**src/hdl/pds_pkg.sv**
```systemverilog
// shared types, constants and helpers of the percent decoder stream
package pds_pkg;

   localparam int CHAR_W = 16;
   localparam int MAX_UNITS = 3;
   localparam int QUEUE_DEPTH_DEFAULT = 2;
   localparam logic [CHAR_W-1:0] PERCENT_UNIT = 16'h0025;

   typedef struct packed {
      logic [MAX_UNITS-1:0][CHAR_W-1:0] chars;
      logic [1:0]                       count;
      logic                             has_char;
      logic                             last;
   } pkt_type;

   function automatic logic is_hex(input logic [CHAR_W-1:0] c);
      return (c >= 16'h0030 && c <= 16'h0039) ||
             (c >= 16'h0041 && c <= 16'h0046) ||
             (c >= 16'h0061 && c <= 16'h0066);
   endfunction

   function automatic logic [3:0] hex_value(input logic [CHAR_W-1:0] c);
      logic [CHAR_W-1:0] d;
      d = '0;
      if (c >= 16'h0030 && c <= 16'h0039) begin
         d = c - 16'h0030;
      end else if (c >= 16'h0041 && c <= 16'h0046) begin
         d = c - 16'h0037;
      end else if (c >= 16'h0061 && c <= 16'h0066) begin
         d = c - 16'h0057;
      end
      return d[3:0];
   endfunction

endpackage

```
**src/hdl/pds_front.sv**
```systemverilog
// front end: accepts input beats, tracks pending escapes, builds result packets
module pds_front
   import pds_pkg::*;
(
   input  logic              clock,
   input  logic              reset,
   input  logic              req_valid,
   output logic              req_ready,
   input  logic [CHAR_W-1:0] req_char,
   input  logic              req_last,
   input  logic              q_full,
   output logic              q_push,
   output pkt_type           q_pkt
);

   typedef enum logic [1:0] {
      PEND_NONE = 2'd0,
      PEND_ONE  = 2'd1,
      PEND_TWO  = 2'd2
   } pend_type;

   pend_type   pend_ff, pend_in;
   logic [6:0] held_ff, held_in;
   logic [1:0] n;
   logic [MAX_UNITS-1:0][CHAR_W-1:0] chars;
   logic       accept;

   assign req_ready = !q_full;
   assign accept    = req_valid && req_ready;

   always_comb begin
      logic       idle_step;
      logic       hex;
      logic [7:0] v;
      idle_step = 1'b0;
      hex       = is_hex(req_char);
      v         = {hex_value({9'd0, held_ff}), hex_value(req_char)};
      n         = '0;
      chars     = '0;
      pend_in   = pend_ff;
      held_in   = held_ff;
      unique case (pend_ff)
         PEND_ONE: begin
            if (hex) begin
               pend_in = PEND_TWO;
               held_in = req_char[6:0];
            end else begin
               chars[n] = PERCENT_UNIT;
               n = n + 2'd1;
               idle_step = 1'b1;
            end
         end
         PEND_TWO: begin
            if (hex) begin
               pend_in = PEND_NONE;
               if (v != 8'd0) begin
                  chars[n] = {8'd0, v};
                  n = n + 2'd1;
               end
            end else begin
               chars[n] = PERCENT_UNIT;
               n = n + 2'd1;
               chars[n] = {9'd0, held_ff};
               n = n + 2'd1;
               idle_step = 1'b1;
            end
         end
         default: idle_step = 1'b1;
      endcase
      if (idle_step) begin
         if (req_char == PERCENT_UNIT) begin
            pend_in = PEND_ONE;
         end else begin
            pend_in = PEND_NONE;
            chars[n] = req_char;
            n = n + 2'd1;
         end
      end
      if (req_last) begin
         // at most three beats per packet, a further flushed percent is dropped
         if (pend_in != PEND_NONE && n != 2'd3) begin
            chars[n] = PERCENT_UNIT;
            n = n + 2'd1;
         end
         if (pend_in == PEND_TWO) begin
            chars[n] = {9'd0, held_in};
            n = n + 2'd1;
         end
         pend_in = PEND_NONE;
      end
   end

   assign q_push         = accept && (n != 2'd0 || req_last);
   assign q_pkt.chars    = chars;
   assign q_pkt.count    = (n == 2'd0) ? 2'd1 : n;
   assign q_pkt.has_char = (n != 2'd0);
   assign q_pkt.last     = req_last;

   always_ff @(posedge clock) begin
      if (reset) begin
         pend_ff <= PEND_NONE;
         held_ff <= '0;
      end else if (accept) begin
         pend_ff <= pend_in;
         held_ff <= held_in;
      end
   end

endmodule

```
**src/hdl/pds_queue.sv**
```systemverilog
// short packet queue between front and back end
module pds_queue
   import pds_pkg::*;
#(
   parameter int QUEUE_DEPTH = QUEUE_DEPTH_DEFAULT
) (
   input  logic    clock,
   input  logic    reset,
   input  logic    push,
   input  pkt_type push_pkt,
   output logic    full,
   input  logic    pop,
   output pkt_type head_pkt,
   output logic    empty
);

   localparam int PTR_W = (QUEUE_DEPTH > 1) ? $clog2(QUEUE_DEPTH) : 1;
   localparam int CNT_W = $clog2(QUEUE_DEPTH + 1);
   localparam logic [PTR_W-1:0] LAST_PTR = PTR_W'(QUEUE_DEPTH - 1);
   localparam logic [CNT_W-1:0] FULL_CNT = CNT_W'(QUEUE_DEPTH);

   pkt_type          mem [QUEUE_DEPTH];
   logic [PTR_W-1:0] wr_ptr_ff, wr_ptr_in;
   logic [PTR_W-1:0] rd_ptr_ff, rd_ptr_in;
   logic [CNT_W-1:0] count_ff, count_in;
   logic             do_push, do_pop;

   assign full     = (count_ff == FULL_CNT);
   assign empty    = (count_ff == '0);
   assign do_push  = push && !full;
   assign do_pop   = pop && !empty;
   assign head_pkt = mem[rd_ptr_ff];

   always_comb begin
      wr_ptr_in = wr_ptr_ff;
      rd_ptr_in = rd_ptr_ff;
      count_in  = count_ff;
      if (do_push) begin
         wr_ptr_in = (wr_ptr_ff == LAST_PTR) ? '0 : wr_ptr_ff + 1'b1;
      end
      if (do_pop) begin
         rd_ptr_in = (rd_ptr_ff == LAST_PTR) ? '0 : rd_ptr_ff + 1'b1;
      end
      if (do_push && !do_pop) begin
         count_in = count_ff + 1'b1;
      end else if (do_pop && !do_push) begin
         count_in = count_ff - 1'b1;
      end
   end

   always_ff @(posedge clock) begin
      if (do_push) begin
         mem[wr_ptr_ff] <= push_pkt;
      end
   end

   always_ff @(posedge clock) begin
      if (reset) begin
         wr_ptr_ff <= '0;
         rd_ptr_ff <= '0;
         count_ff  <= '0;
      end else begin
         wr_ptr_ff <= wr_ptr_in;
         rd_ptr_ff <= rd_ptr_in;
         count_ff  <= count_in;
      end
   end

endmodule

```
**src/hdl/pds_back.sv**
```systemverilog
// back end: unpacks queued packets into single result beats
module pds_back
   import pds_pkg::*;
(
   input  logic              clock,
   input  logic              reset,
   input  pkt_type           head_pkt,
   input  logic              q_empty,
   output logic              q_pop,
   output logic              rsp_valid,
   input  logic              rsp_ready,
   output logic [CHAR_W-1:0] rsp_char,
   output logic              rsp_has_char,
   output logic              rsp_last
);

   logic [1:0]        idx_ff, idx_in;
   logic              valid_ff, valid_in;
   logic [CHAR_W-1:0] char_ff, char_in;
   logic              has_ff, has_in;
   logic              last_ff, last_in;
   logic              load, at_end;

   assign load   = (!valid_ff || rsp_ready) && !q_empty;
   assign at_end = (idx_ff == head_pkt.count - 2'd1);
   assign q_pop  = load && at_end;

   always_comb begin
      idx_in   = idx_ff;
      valid_in = valid_ff && !rsp_ready;
      char_in  = char_ff;
      has_in   = has_ff;
      last_in  = last_ff;
      if (load) begin
         valid_in = 1'b1;
         char_in  = (idx_ff < 2'd3) ? head_pkt.chars[idx_ff] : '0;
         has_in   = head_pkt.has_char;
         last_in  = head_pkt.last && at_end;
         idx_in   = at_end ? 2'd0 : idx_ff + 2'd1;
      end
   end

   always_ff @(posedge clock) begin
      if (reset) begin
         idx_ff   <= '0;
         valid_ff <= 1'b0;
      end else begin
         idx_ff   <= idx_in;
         valid_ff <= valid_in;
      end
      char_ff <= char_in;
      has_ff  <= has_in;
      last_ff <= last_in;
   end

   assign rsp_valid    = valid_ff;
   assign rsp_char     = char_ff;
   assign rsp_has_char = has_ff;
   assign rsp_last     = last_ff;

endmodule

```
**src/hdl/percent_decoder_stream_unit.sv**
```systemverilog
// top level of the streaming percent-escape decoder
//
//   channel  direction  beat fields
//   req_     in         req_char[15:0], req_last
//   rsp_     out        rsp_char[15:0], rsp_has_char, rsp_last
//
// one input beat accepted per cycle while the packet queue has room
// each input beat yields zero to three result beats, one per cycle from the back end while rsp_ready is high
// result beats are held first in the packet queue, then in the registered back end output
// synchronous reset returns to no pending escape and an empty queue
// a stalled rsp_ fills the queue, then req_ready drops
module percent_decoder_stream_unit
   import pds_pkg::*;
#(
   parameter int QUEUE_DEPTH = QUEUE_DEPTH_DEFAULT
) (
   input  logic              clock,
   input  logic              reset,
   input  logic              req_valid,
   output logic              req_ready,
   input  logic [CHAR_W-1:0] req_char,
   input  logic              req_last,
   output logic              rsp_valid,
   input  logic              rsp_ready,
   output logic [CHAR_W-1:0] rsp_char,
   output logic              rsp_has_char,
   output logic              rsp_last
);

   pkt_type push_pkt, head_pkt;
   logic    q_push, q_full, q_pop, q_empty;

   pds_front u_front (
      .clock     (clock),
      .reset     (reset),
      .req_valid (req_valid),
      .req_ready (req_ready),
      .req_char  (req_char),
      .req_last  (req_last),
      .q_full    (q_full),
      .q_push    (q_push),
      .q_pkt     (push_pkt)
   );

   pds_queue #(
      .QUEUE_DEPTH (QUEUE_DEPTH)
   ) u_queue (
      .clock    (clock),
      .reset    (reset),
      .push     (q_push),
      .push_pkt (push_pkt),
      .full     (q_full),
      .pop      (q_pop),
      .head_pkt (head_pkt),
      .empty    (q_empty)
   );

   pds_back u_back (
      .clock        (clock),
      .reset        (reset),
      .head_pkt     (head_pkt),
      .q_empty      (q_empty),
      .q_pop        (q_pop),
      .rsp_valid    (rsp_valid),
      .rsp_ready    (rsp_ready),
      .rsp_char     (rsp_char),
      .rsp_has_char (rsp_has_char),
      .rsp_last     (rsp_last)
   );

endmodule

```
**config.mk**
```make
export PLATFORM = sky130hd
export DESIGN_NAME = percent_decoder_stream_unit
export DESIGN_NICKNAME = d
export VERILOG_FILES = /design/src/hdl/pds_pkg.sv /design/src/hdl/pds_front.sv /design/src/hdl/pds_queue.sv /design/src/hdl/pds_back.sv /design/src/hdl/percent_decoder_stream_unit.sv
export SDC_FILE = /design/constraint.sdc
export NUM_CORES = 1
export LEC_CHECK = 0
export BUFFER_PORTS_ARGS = -buffer_cell sky130_fd_sc_hd__buf_2
export CAP_MARGIN = 20
export CORE_AREA = 2 2 130 196
export DETAILED_ROUTE_END_ITERATION = 10
export DIE_AREA = 0 0 132 198
export GPL_TIMING_DRIVEN = 0
export MAX_ROUTING_LAYER = met4
export PLACE_DENSITY = 0.45
export SYNTH_ARGS = -nofsm -noshare
export SYNTH_HDL_FRONTEND = slang
export SYNTH_HIERARCHICAL = 1
export SYNTH_SLANG_ARGS = --single-unit
```
**constraint.sdc**
```tcl
create_clock -name clock -period 7.1 [get_ports clock]
set_clock_uncertainty 0.1 [all_clocks]
set_input_delay 1.42 -clock clock [delete_from_list [all_inputs] [get_ports clock]]
set_output_delay 1.42 -clock clock [all_outputs]
set_load 0.1 [all_outputs]
```
After elaboration in Yosys (flattened, before gate mapping):

Memories as Yosys holds them, arrays and structs flattened. A register that Yosys moved wholly into a read port is not among the register bits.
Cells that the tools add are included.

* register bits after elaboration: 34
* bits of input ports: 21
* RAM bits: 104
* output and inout bits: 20
* memories kept: 1

* order comparisons: 20
* eq/ne operators: 7
* muxes and demuxes: 59
* reductions and logical operators: 37
* bitwise operators: 3
* add/subtract/negate cells: 15

Memory list
* u_queue.mem: depth 2, bits a word 52, rd ports 1, clocked after Yosys merged registers in 1, wr ports 1, RTL line pds_queue.sv:22 `pkt_type mem [QUEUE_DEPTH];`

Operators with widths (number)
* 2-to-1 mux 48 bit: 6
* bitwise mux 48 bit: 2
* demux 16 bit (select 2 bit): 3
* 2-to-1 mux 16 bit: 5
* AND 39 bit: 1
* NOT 39 bit: 1
* binary-select mux 16 bit (select 2 bit): 1
* >= comparator 16 x 7 -> 1 bit, second input constant: 2
* <= comparator 16 x 7 -> 1 bit, second input constant: 2
* one-hot mux 16 bit (2 select lines): 1
* 2-to-1 mux 2 bit: 15
* 2-to-1 mux 7 bit: 4
* 2-to-1 mux 4 bit: 6
* logical AND 1 bit: 20
* == test 16 x 6 -> 1 bit, second input constant: 1
* >= comparator 16 x 6 -> 1 bit, second input constant: 1
* <= comparator 16 x 6 -> 1 bit, second input constant: 1
* subtractor 4 x 3 -> 4 bit, second input constant: 4
* >= comparator 7 bit, second input constant: 2
* <= comparator 7 bit, second input constant: 2
* < comparator 2 x 3 -> 1 bit, second input constant: 4
* 2-to-1 mux 1 bit: 12
* adder 2 x 1 -> 2 bit, second input constant: 5
* bitwise OR 9 bit: 1
* other kinds (20): 39

Longest topological paths before layout:

Gate-level depths: netlist of the first run.

* depth after elaboration: 27
* mapped depth: 22
* mapped depth without buffers: 20

Cells and area by module:

Netlist of the first run, hierarchy kept.

Modules (own cells, without submodules)
* pds_queue: cells an instance 187, area each 3956.3 sq um, times used 1
* pds_front: cells an instance 293, area each 2122.0 sq um, times used 1
* pds_back: cells an instance 111, area each 1173.6 sq um, times used 1

Least setup slack after synthesis of the first run:

OpenSTA, ideal clock, no wires.

* path kind: in2reg
* start: input req_char[1]
* end: memory u_queue/mem[1][0] (netlist name), enable pin
* stages: 18
* setup slack: 1476 ps
* library setup time: 415 ps
* data arrival time: 5109 ps
* path buffers: 1
* cell sequence: clkbuf_1 -> inv_1 -> ha_1 -> o21bai_1 -> nand2_1 -> a211o_1 -> a221oi_2 -> nand2b_1 -> o21ai_0 -> nand2b_1 -> ha_1 -> nand2_1 -> o21ai_1 -> nor3_1 -> nor2_1 -> inv_1 -> nor2_1 -> and2_1

* cells in the longest elaborated chain, start to end: 25

RTL lines
* start, declared: RTL line percent_decoder_stream_unit.sv:21 `input logic [CHAR_W-1:0] req_char,`
* branches (longest 18 deep; another with >= comparator 16 x 7 -> 1 bit)
* 2-to-1 mux 2 bit *: RTL line pds_front.sv:79 `if (req_last) begin`
* nonzero test 2 bit *: RTL line pds_front.sv:93 `assign q_push = accept && (n != 2'd0 || req_last);`
* logical OR 1 bit *: RTL line pds_front.sv:93
* logical AND 1 bit *: RTL line pds_front.sv:93
* net q_push: RTL line percent_decoder_stream_unit.sv:31 `logic q_push, q_full, q_pop, q_empty;`
* logical AND 1 bit *: RTL line pds_queue.sv:30 `assign do_push = push && !full;`
* net u_queue.do_push: RTL line pds_queue.sv:26 `logic do_push, do_pop;`
* 2-to-1 mux 1 bit *: RTL line pds_queue.sv:52 `if (do_push) begin`
* 2-to-1 mux 1 bit (implied by the code) *: RTL line pds_queue.sv:53 `mem[wr_ptr_ff] <= push_pkt;`
* end, declared: RTL line pds_queue.sv:22

Mark *: on every way through the listed nets, which the timed path passes. The select of a mux whose other input is x is not followed.

==> impl_results.html, run 1 <==
<table>
<tr><th>Metric</th><th>Value</th></tr>
<tr><th colspan="2">Die</th></tr>
<tr><td>Starting density of the core</td><td>0.295</td></tr>
<tr><td>I/O pin count</td><td>41</td></tr>
<tr><td>Standard cell core area</td><td>~0.025 mm2</td></tr>
<tr><td>Die outline width</td><td>132 um</td></tr>
<tr><td>Chip height</td><td>roughly 200 um</td></tr>
<tr><td>Number of placement rows</td><td>between 70 and 80</td></tr>
<tr><td>Floorplan die area</td><td>~0.026 mm2</td></tr>
<tr><th colspan="2">Yosys</th></tr>
<tr><td>Yosys top cell area share</td><td>0.505</td></tr>
<tr><td>Distinct cell type count after synthesis</td><td>82</td></tr>
<tr><td>Fraction of the yosys area taken by sequential cells</td><td>0.552</td></tr>
<tr><td>Leading cell types by total area after synthesis</td><td>sky130_fd_sc_hd__edfxtp_1 (51%), sky130_fd_sc_hd__mux2_2 (8.1%), sky130_fd_sc_hd__dfxtp_1 (4.7%)</td></tr>
<tr><td>Combined area of all synthesized cells</td><td>0.00725 mm2</td></tr>
<tr><td>Number of nets produced by synthesis</td><td>631</td></tr>
<tr><td>Mean area per synthesized cell</td><td>12.3 um2</td></tr>
<tr><td>Post-synthesis async set-or-reset flop share</td><td>0</td></tr>
<tr><td>Most instantiated library cell after synthesis</td><td>sky130_fd_sc_hd__edfxtp_1</td></tr>
<tr><td>Most instantiated flip-flop cell in the synthesis netlist</td><td>sky130_fd_sc_hd__edfxtp_1</td></tr>
<tr><td>Most frequent cells after synthesis</td><td>sky130_fd_sc_hd__edfxtp_1 (122), sky130_fd_sc_hd__mux2_2 (52), sky130_fd_sc_hd__nand2_1 (40), sky130_fd_sc_hd__a21oi_1 (38), sky130_fd_sc_hd__mux2i_1 (34)</td></tr>
<tr><td>Yosys warns</td><td>6</td></tr>
<tr><td>Post-synthesis instance total</td><td>591</td></tr>
<tr><td>Post-synth EDFFs</td><td>between 100 and 150</td></tr>
<tr><td>Top cell type by total area after synthesis</td><td>sky130_fd_sc_hd__edfxtp_1</td></tr>
<tr><td>Synth Register Bits</td><td>139</td></tr>
<tr><th colspan="2">STA</th></tr>
<tr><td>Maximum frequency from static timing analysis</td><td>about 170 MHz</td></tr>
<tr><td>Number of endpoints with negative hold slack in the final report</td><td>0</td></tr>
<tr><td>Final Cycle Share</td><td>0.816</td></tr>
<tr><td>Fin. max-slew vios</td><td>0</td></tr>
<tr><td>Unrepaired setup endpoints after global routing</td><td>no</td></tr>
<tr><td>Final setup viols</td><td>0</td></tr>
<tr><td>Final total negative setup slack</td><td>0 ps</td></tr>
<tr><td>Minimum clock period after layout</td><td>~5800 ps</td></tr>
<tr><td>Setup ws final</td><td>1310 ps</td></tr>
<tr><td>Post-Route Hold Slack</td><td>383 ps</td></tr>
<tr><td>Relative slew slack</td><td>0.497</td></tr>
<tr><td>Transition time of the tightest slew-check pin</td><td>754 ps</td></tr>
<tr><th colspan="2">Min path</th></tr>
<tr><td>End of the worst hold path</td><td>u_queue/wr_ptr_ff</td></tr>
<tr><td>Hold Crit Start</td><td>u_queue/wr_ptr_ff</td></tr>
<tr><td>Worst hold-check path type</td><td>register to register</td></tr>
<tr><td>Worst hold path stage count</td><td>2</td></tr>
<tr><th colspan="2">Global route</th></tr>
<tr><td>Overall Global Routing Usage</td><td>0.149</td></tr>
<tr><td>Initial antenna violation count</td><td>0</td></tr>
<tr><td>Total overflow reported by the global router</td><td>0</td></tr>
<tr><td>Number of global-route vias before repair</td><td>4953</td></tr>
<tr><td>Pin count of the biggest net entering global routing</td><td>28</td></tr>
<tr><td>Global-route wire length before repair</td><td>28.4 mm</td></tr>
<tr><th colspan="2">Clocking</th></tr>
<tr><td>Root Buffer</td><td>sky130_fd_sc_hd__clkbuf_16</td></tr>
<tr><td>Num Clock Sinks</td><td>139</td></tr>
<tr><td>Skew-Pair Late Insertion Delay</td><td>420 ps</td></tr>
<tr><td>Bufs on Longest Clock Path</td><td>2</td></tr>
<tr><td>Max H-tree Level</td><td>4</td></tr>
<tr><td>Clk pin slew, worst setup/hold paths</td><td>60 ps</td></tr>
<tr><td>Hold buffer count at CTS</td><td>0</td></tr>
<tr><td>CTS tree</td><td>built</td></tr>
<tr><td>Post-CTS Setup Inserts</td><td>0</td></tr>
<tr><td>Number of buffers added by the clock tree synthesis step</td><td>17</td></tr>
<tr><td>Post-cts gate resize count</td><td>0</td></tr>
<tr><th colspan="2">Critical path</th></tr>
<tr><td>Longest individual stage delay on the worst path</td><td>about 400 ps</td></tr>
<tr><td>Worst-path fanout max</td><td>8</td></tr>
<tr><td>Buffers &amp; Inverters on Critical Path</td><td>4</td></tr>
<tr><td>Worst R2R Start</td><td>u_front/held_ff[1]</td></tr>
<tr><td>Cell with the biggest individual delay on the critical path</td><td>sky130_fd_sc_hd__a221oi_2</td></tr>
<tr><td>Kind of launch point of the worst setup path</td><td>input port</td></tr>
<tr><td>Crit path top cell by count</td><td>sky130_fd_sc_hd__ha_1</td></tr>
<tr><td>CP Cell Sequence</td><td>buf_2 &gt; clkbuf_1 &gt; inv_1 &gt; ha_1 &gt; o21bai_1 &gt; nand2_1 &gt; a211o_1 &gt; a221oi_2 &gt; nand2b_1 &gt; o21ai_0 &gt; nand2b_1 &gt; ha_1 &gt; nand2_1 &gt; o21ai_1 &gt; ha_1 &gt; a21oi_2 &gt; nand2_1 &gt; o21ai_0 &gt; ha_1 &gt; and4_1 &gt; clkbuf_1 &gt; nor3_1 &gt; a21oi_1</td></tr>
<tr><td>CP required</td><td>7230 ps</td></tr>
<tr><td>RR Endpoint</td><td>u_queue/mem[1][22]</td></tr>
<tr><td>Worst path top cell family by delay</td><td>compound AO/OA/AOI/OAI gates</td></tr>
<tr><td>Reg2reg setup slack</td><td>2080 ps</td></tr>
<tr><td>Data arrival time at the worst-slack endpoint</td><td>5920 ps</td></tr>
<tr><td>Endpoint kind of the worst setup timing path</td><td>register</td></tr>
<tr><td>Path depth of the worst reg2reg path</td><td>20</td></tr>
<tr><td>Type of the worst setup path</td><td>input port to register</td></tr>
<tr><th colspan="2">Placed design</th></tr>
<tr><td>Global placer's final weighted congestion</td><td>0.910</td></tr>
<tr><td>Pre-CTS setup slack</td><td>936 ps</td></tr>
<tr><td>Placed Cells</td><td>about 960</td></tr>
<tr><td>Hpwl dp</td><td>13.2 mm</td></tr>
<tr><td>I/O Buffers</td><td>39</td></tr>
<tr><th colspan="2">Job</th></tr>
<tr><td>Maxcap violations</td><td>0</td></tr>
<tr><th colspan="2">Run status</th></tr>
<tr><td>Status</td><td>finished clean</td></tr>
<tr><th colspan="2">Routing</th></tr>
<tr><td>DRT Pass-1 Iters</td><td>5</td></tr>
<tr><td>Residual DRC</td><td>0</td></tr>
<tr><td>Detailed-route vias per instance</td><td>4.91</td></tr>
<tr><td>Post-detailed-routing wire length</td><td>18.4 mm</td></tr>
<tr><td>Number of DRC markers after the initial detailed-route iteration</td><td>281</td></tr>
<tr><td>Routed Antenna Nets</td><td>0</td></tr>
<tr><td>DR WL/cell</td><td>18.5 um</td></tr>
<tr><td>DR vias</td><td>~4900</td></tr>
<tr><th colspan="2">Layout</th></tr>
<tr><td>Final antenna diode count</td><td>0</td></tr>
<tr><td>Footprint of the multi-input gates</td><td>0.00299 mm2</td></tr>
<tr><td># nets final</td><td>692</td></tr>
<tr><td>Final-layout fill cell count</td><td>~2500</td></tr>
<tr><td>Layout cells sized above 1</td><td>0.289</td></tr>
<tr><td>Number of cells in the finished layout apart from fillers</td><td>992</td></tr>
<tr><td>Area added between synthesis and finish</td><td>17.2%</td></tr>
<tr><td>Register area</td><td>0.00400 mm2</td></tr>
<tr><th colspan="2">Pwr</th></tr>
<tr><td>Leakage dissipation</td><td>0.00311 uW</td></tr>
<tr><td>Pwr Total</td><td>2960 uW</td></tr>
<tr><td>Worst ir drop on vdd</td><td>0.000175 V</td></tr>
<tr><td>Power density cells</td><td>348 mW/mm2</td></tr>
</table>
worst reg2reg max path, cell delays in order, from the launching register on:
cell and delay [ps]:
sky130_fd_sc_hd__dfxtp_1 550, sky130_fd_sc_hd__inv_1 120, sky130_fd_sc_hd__ha_1 320, sky130_fd_sc_hd__o31a_2 350, sky130_fd_sc_hd__o32a_2 420, sky130_fd_sc_hd__a221oi_2 340, sky130_fd_sc_hd__nand2b_1 180, sky130_fd_sc_hd__o21ai_0 80
sky130_fd_sc_hd__nand2b_1 140, sky130_fd_sc_hd__ha_1 250, sky130_fd_sc_hd__nand2_1 60, sky130_fd_sc_hd__o21ai_1 170, sky130_fd_sc_hd__ha_1 330, sky130_fd_sc_hd__a21oi_2 250, sky130_fd_sc_hd__nand2_1 80, sky130_fd_sc_hd__o21ai_0 100
sky130_fd_sc_hd__ha_1 210, sky130_fd_sc_hd__and4_1 190, sky130_fd_sc_hd__clkbuf_1 270, sky130_fd_sc_hd__nor3_1 90, sky130_fd_sc_hd__a21oi_1 230
metrics by stage:
step                      area [um2]  utilization
final                           8500        0.345
after global routing            8500        0.345
after CTS                       8500        0.345
after detailed placement        7920        0.322
after global placement          7860        0.319
after floorplan                 7250            -
flip-flops by register name (all words and copies together), names as in the netlist, named ones only:
name                 flops
u_front/pend_ff          2
u_back/rsp_has_char      1
u_queue/mem            104
u_back/idx_ff            2
u_queue/rd_ptr_ff        1
u_back/rsp_char         16
u_back/rsp_last          1
u_queue/wr_ptr_ff        1
u_queue/count_ff         2
u_front/held_ff          7
u_back/rsp_valid         1
cells by family (layout without fill, tap and decap cells):
| kind of cell | Yosys count | after routing | share of synthesized area |
|---|---|---|---|
| flip-flops | 139 | 139 | 0.552 |
| multiplexers | 86 | 86 | 0.128 |
| XOR/XNOR | 6 | 6 | 0.00725 |
| AND/OR/NAND/NOR | 181 | 181 | 0.139 |
| AO/OA/AOI/OAI | 109 | 109 | 0.105 |
| adder cells (fa/ha/maj) | 19 | 19 | 0.0328 |
| buffers and inverters | 51 | 124 | 0.0361 |
routing by layer:
| layer | track usage | vias up | share of wire |
|---|---|---|---|
| met4 | 0.0745 | 0 | 0.031 |
| met5 | - | - | 0 |
| li1 | - | 2321 | - |
| met1 | 0.161 | 2420 | 0.41 |
| met2 | 0.264 | 102 | 0.53 |
| met3 | 0.0269 | 31 | 0.026 |
power breakdown:
group	switching, uW	internal, uW
registers	37.5	1100
clock network	331	546
logic	688	260
total	1060	1900
how the worst max path moves through the flow:
stage | start | endpoint | slack (ps) | cells after the start
floorplan | req_char[1] | u_queue/mem[1][0] | 1480 | 18
global placement | req_char[1] | u_queue/mem[1][50] | -120 | 19
detailed placement | req_char[1] | u_queue/mem[1][4] | 940 | 21
CTS | req_char[1] | u_queue/mem[1][22] | 1350 | 23
global route | req_char[1] | u_queue/mem[1][4] | 890 | 21
finish | req_char[1] | u_queue/mem[1][22] | 1310 | 23
cell type report:
cell class	count	share of cell area
buffer	35	0.0237
multi-input combinational	401	0.352
clock inverter	13	0.0178
tap	328	0.0483
sequential	139	0.471
inverter	16	0.00707
clock buffer	18	0.0505
timing repair buffer	42	0.0295
placed cells by master, fill, tap and decap left out, types with 17 or more instances in the layout:
| cell | Yosys | final |
|---|---|---|
| sky130_fd_sc_hd__a21oi_1 | 38 | 38 |
| sky130_fd_sc_hd__and2_1 | 19 | 18 |
| sky130_fd_sc_hd__buf_2 | 10 | 49 |
| sky130_fd_sc_hd__clkbuf_16 | 0 | 17 |
| sky130_fd_sc_hd__dfxtp_1 | 17 | 17 |
| sky130_fd_sc_hd__edfxtp_1 | 122 | 122 |
| sky130_fd_sc_hd__ha_1 | 19 | 19 |
| sky130_fd_sc_hd__mux2_2 | 52 | 52 |
| sky130_fd_sc_hd__mux2i_1 | 34 | 34 |
| sky130_fd_sc_hd__nand2_1 | 40 | 40 |
| sky130_fd_sc_hd__nor2_1 | 31 | 30 |
| sky130_fd_sc_hd__o21ai_0 | 17 | 17 |
| sky130_fd_sc_hd__or2_2 | 18 | 18 |
No activity file was read; power rests on OpenSTA's default activity.
==> inputs of run 2 (changes only) <==
Clock period 7.1 ns to 5.4 ns, I/O delays scaled along.
==> run 2 against run 1 <==
  * First-iteration DRC count rose by 1.1%
  * Hold slack about the same
  * Critical path depth shrank 2
  * Final area grew 0.43%
  * Utilization increased by 0.15 points
  * Wire length rose by 0.51%
  * Die area unchanged
  * Critical path type unchanged
  * Largest cell class unchanged
  * Largest power group unchanged
==> impl_results.html, run 2 (synthesis gave the netlist of run 1 again) <==
<table>
<tr><th>Metric</th><th>Value</th></tr>
<tr><th colspan="2">Run status</th></tr>
<tr><td>Status</td><td>finished clean (unchanged)</td></tr>
<tr><th colspan="2">Critical path</th></tr>
<tr><td>Kind of launch point of the worst setup path</td><td>input port (unchanged)</td></tr>
<tr><td>CP required</td><td>5450 ps (was 7230 ps)</td></tr>
<tr><td>Reg2reg setup slack</td><td>620 ps (was 2080 ps)</td></tr>
<tr><td>Worst-path fanout max</td><td>10 (was 8)</td></tr>
<tr><td>RR Endpoint</td><td>u_queue/mem[1][4] (was u_queue/mem[1][22])</td></tr>
<tr><td>Type of the worst setup path</td><td>input port to register (unchanged)</td></tr>
<tr><td>Endpoint kind of the worst setup timing path</td><td>register (unchanged)</td></tr>
<tr><td>Data arrival time at the worst-slack endpoint</td><td>5080 ps (was 5920 ps)</td></tr>
<tr><td>Path depth of the worst reg2reg path</td><td>18 (was 20)</td></tr>
<tr><td>Worst R2R Start</td><td>u_front/held_ff[1] (unchanged)</td></tr>
<tr><th colspan="2">Job</th></tr>
<tr><td>Maxcap violations</td><td>0 (unchanged)</td></tr>
<tr><th colspan="2">Layout</th></tr>
<tr><td>Layout cells sized above 1</td><td>0.298 (was 0.289)</td></tr>
<tr><td>Final-layout fill cell count</td><td>2468 (was 2471)</td></tr>
<tr><td>Register area</td><td>0.00400 mm2 (unchanged)</td></tr>
<tr><td>Final antenna diode count</td><td>0 (unchanged)</td></tr>
<tr><td>Biggest register</td><td>u_queue/mem (unchanged)</td></tr>
<tr><td># nets final</td><td>690 (was 692)</td></tr>
<tr><td>Leading cell types in the layout, fill and taps excluded</td><td>sky130_fd_sc_hd__edfxtp_1 (122), sky130_fd_sc_hd__mux2_2 (52), sky130_fd_sc_hd__buf_2 (49) (unchanged)</td></tr>
<tr><td>Area added between synthesis and finish</td><td>17.7% (was 17.2%)</td></tr>
<tr><td>Most common library cell in the layout ignoring fill and taps</td><td>sky130_fd_sc_hd__edfxtp_1 (unchanged)</td></tr>
<tr><td>Footprint of the multi-input gates</td><td>0.00303 mm2 (was 0.00299 mm2)</td></tr>
<tr><td>Max reg flops</td><td>104 (unchanged)</td></tr>
<tr><th colspan="2">Die</th></tr>
<tr><td>Die outline width</td><td>132 um (unchanged)</td></tr>
<tr><td>Starting density of the core</td><td>0.295 (unchanged)</td></tr>
<tr><td>Standard cell core area</td><td>0.0246 mm2 (unchanged)</td></tr>
<tr><td>Floorplan die area</td><td>0.0261 mm2 (unchanged)</td></tr>
<tr><td>Number of placement rows</td><td>71 (unchanged)</td></tr>
<tr><td>I/O pin count</td><td>41 (unchanged)</td></tr>
<tr><td>Chip height</td><td>198 um (unchanged)</td></tr>
<tr><th colspan="2">Clocking</th></tr>
<tr><td>Num Clock Sinks</td><td>139 (unchanged)</td></tr>
<tr><td>Skew-Pair Late Insertion Delay</td><td>420 ps (about the same)</td></tr>
<tr><td>CTS tree</td><td>built (unchanged)</td></tr>
<tr><td>Bufs on Longest Clock Path</td><td>2 (unchanged)</td></tr>
<tr><td>Root Buffer</td><td>sky130_fd_sc_hd__clkbuf_16 (unchanged)</td></tr>
<tr><td>Number of buffers added by the clock tree synthesis step</td><td>17 (unchanged)</td></tr>
<tr><td>Max H-tree Level</td><td>4 (unchanged)</td></tr>
<tr><td>Clk pin slew, worst setup/hold paths</td><td>60 ps (about the same)</td></tr>
<tr><th colspan="2">Pwr</th></tr>
<tr><td>Leakage dissipation</td><td>0.00314 uW (was 0.00311 uW)</td></tr>
<tr><td>Power density cells</td><td>456 mW/mm2 (was 348 mW/mm2)</td></tr>
<tr><td>Worst ir drop on vdd</td><td>0.000231 V (was 0.000175 V)</td></tr>
<tr><th colspan="2">Routing</th></tr>
<tr><td>Residual DRC</td><td>0 (unchanged)</td></tr>
<tr><td>Number of DRC markers after the initial detailed-route iteration</td><td>284 (was 281)</td></tr>
<tr><td>DR vias</td><td>4927 (was 4874)</td></tr>
<tr><td>Detailed-route vias per instance</td><td>4.98 (was 4.91)</td></tr>
<tr><td>Post-detailed-routing wire length</td><td>18.5 mm (was 18.4 mm)</td></tr>
<tr><td>Routed Antenna Nets</td><td>0 (unchanged)</td></tr>
<tr><td>DRT Pass-1 Iters</td><td>5 (unchanged)</td></tr>
<tr><td>DR WL/cell</td><td>18.7 um (was 18.5 um)</td></tr>
<tr><th colspan="2">STA</th></tr>
<tr><td>Final total negative setup slack</td><td>0 ps (unchanged)</td></tr>
<tr><td>Number of endpoints with negative hold slack in the final report</td><td>0 (unchanged)</td></tr>
<tr><td>Final setup viols</td><td>0 (unchanged)</td></tr>
<tr><td>Final Cycle Share</td><td>0.931</td></tr>
<tr><td>Fin. max-slew vios</td><td>0 (unchanged)</td></tr>
<tr><td>Unrepaired setup endpoints after global routing</td><td>no (unchanged)</td></tr>
<tr><td>Minimum clock period after layout</td><td>5030 ps</td></tr>
<tr><td>Transition time of the tightest slew-check pin</td><td>753 ps (was 754 ps)</td></tr>
<tr><td>Maximum frequency from static timing analysis</td><td>199 MHz</td></tr>
<tr><td>Relative slew slack</td><td>0.498 (was 0.497)</td></tr>
<tr><td>Post-Route Hold Slack</td><td>383 ps (about the same)</td></tr>
<tr><th colspan="2">Placed design</th></tr>
<tr><td>Hpwl dp</td><td>13.2 mm (unchanged)</td></tr>
<tr><td>Global placer's final weighted congestion</td><td>0.910 (unchanged)</td></tr>
<tr><td>I/O Buffers</td><td>39 (unchanged)</td></tr>
<tr><th colspan="2">Global route</th></tr>
<tr><td>Number of global-route vias before repair</td><td>4952 (was 4953)</td></tr>
<tr><td>Initial antenna violation count</td><td>0 (unchanged)</td></tr>
<tr><td>Total overflow reported by the global router</td><td>0 (unchanged)</td></tr>
<tr><td>Overall Global Routing Usage</td><td>0.149 (unchanged)</td></tr>
<tr><td>Global-route wire length before repair</td><td>28.4 mm (unchanged)</td></tr>
<tr><td>Pin count of the biggest net entering global routing</td><td>28 (unchanged)</td></tr>
<tr><th colspan="2">Min path</th></tr>
<tr><td>Worst hold-check path type</td><td>register to register (unchanged)</td></tr>
<tr><td>Hold Crit Start</td><td>u_queue/wr_ptr_ff (unchanged)</td></tr>
<tr><td>End of the worst hold path</td><td>u_queue/wr_ptr_ff (unchanged)</td></tr>
<tr><td>Worst hold path stage count</td><td>2 (unchanged)</td></tr>
</table>
## run 2: how the worst max path moves through the flow
stage / startpoint / endpoint
after detailed placement: req_char[1] / u_queue/mem[1][4]
final: req_char[0] / u_queue/mem[1][4]
after global routing: req_char[0] / u_queue/mem[0][9]
after global placement: req_char[1] / u_queue/mem[1][50]
after CTS: req_char[12] / u_queue/mem[1][22]
after floorplan: req_char[1] / u_queue/mem[1][0]
## run 2: area by class of cell
cell class	count	share of cell area
repair buffers	42	0.0293
plain buffers	33	0.0227
flip-flops and latches	139	0.469
clock inverters	13	0.0177
clock buffers	18	0.0503
inverters	16	0.00704
well taps	328	0.0481
multi-input cells	401	0.356
## run 2: per-layer routing
| layer | vias up | global-route usage | wire length [um] |
|---|---|---|---|
| met3 | 34 | 0.0269 | 498 |
| met2 | 118 | 0.264 | 9830 |
| met1 | 2456 | 0.161 | 7560 |
| met5 | - | - | 0 |
| met4 | 0 | 0.0745 | 599 |
| li1 | 2319 | - | - |
## run 2: per-stage QoR
stage	util	worst slack [ps]	power [uW]	area, um2	cells
2_1_floorplan	-	116	2480	7250	591
3_3_place_gp	0.319	-1480	2740	7860	958
3_5_place_dp	0.322	-424	2780	7920	961
4_1_cts	0.345	101	3950	8490	991
5_1_grt	0.347	104	4060	8530	990
6_report	0.347	373	3890	8530	990
## run 2: timing repair
item                                    CTS  global route
endpoints found under the hold margin     0             0
endpoints found under the setup margin    4            88
buffers inserted                          0             0
gates resized for setup                   0             7
hold buffers                              0             0
## run 2: power by group
part           switching [uW]  internal [uW]  total [uW]  leakage [uW]
Sequential               49.3           1440        1490       0.00128
Clock                     435            718        1150      0.000273
Combinational             908            343        1250       0.00159
## run 2: critical path, cell delays in order
cell	delay [ps]
sky130_fd_sc_hd__buf_2	110
sky130_fd_sc_hd__buf_6	140
sky130_fd_sc_hd__inv_1	110
sky130_fd_sc_hd__ha_1	240
sky130_fd_sc_hd__o21bai_1	200
sky130_fd_sc_hd__nand2_1	140
sky130_fd_sc_hd__a211o_1	310
sky130_fd_sc_hd__a221oi_4	360
sky130_fd_sc_hd__nand2b_1	170
sky130_fd_sc_hd__o21ai_0	80
sky130_fd_sc_hd__nand2b_1	140
sky130_fd_sc_hd__ha_1	250
sky130_fd_sc_hd__nand2_1	80
sky130_fd_sc_hd__o21ai_2	110
sky130_fd_sc_hd__ha_1	360
sky130_fd_sc_hd__and2b_2	220
sky130_fd_sc_hd__o2111a_1	140
sky130_fd_sc_hd__a21boi_1	140
sky130_fd_sc_hd__o32a_2	250
sky130_fd_sc_hd__o21a_4	250
sky130_fd_sc_hd__a2bb2oi_2	180
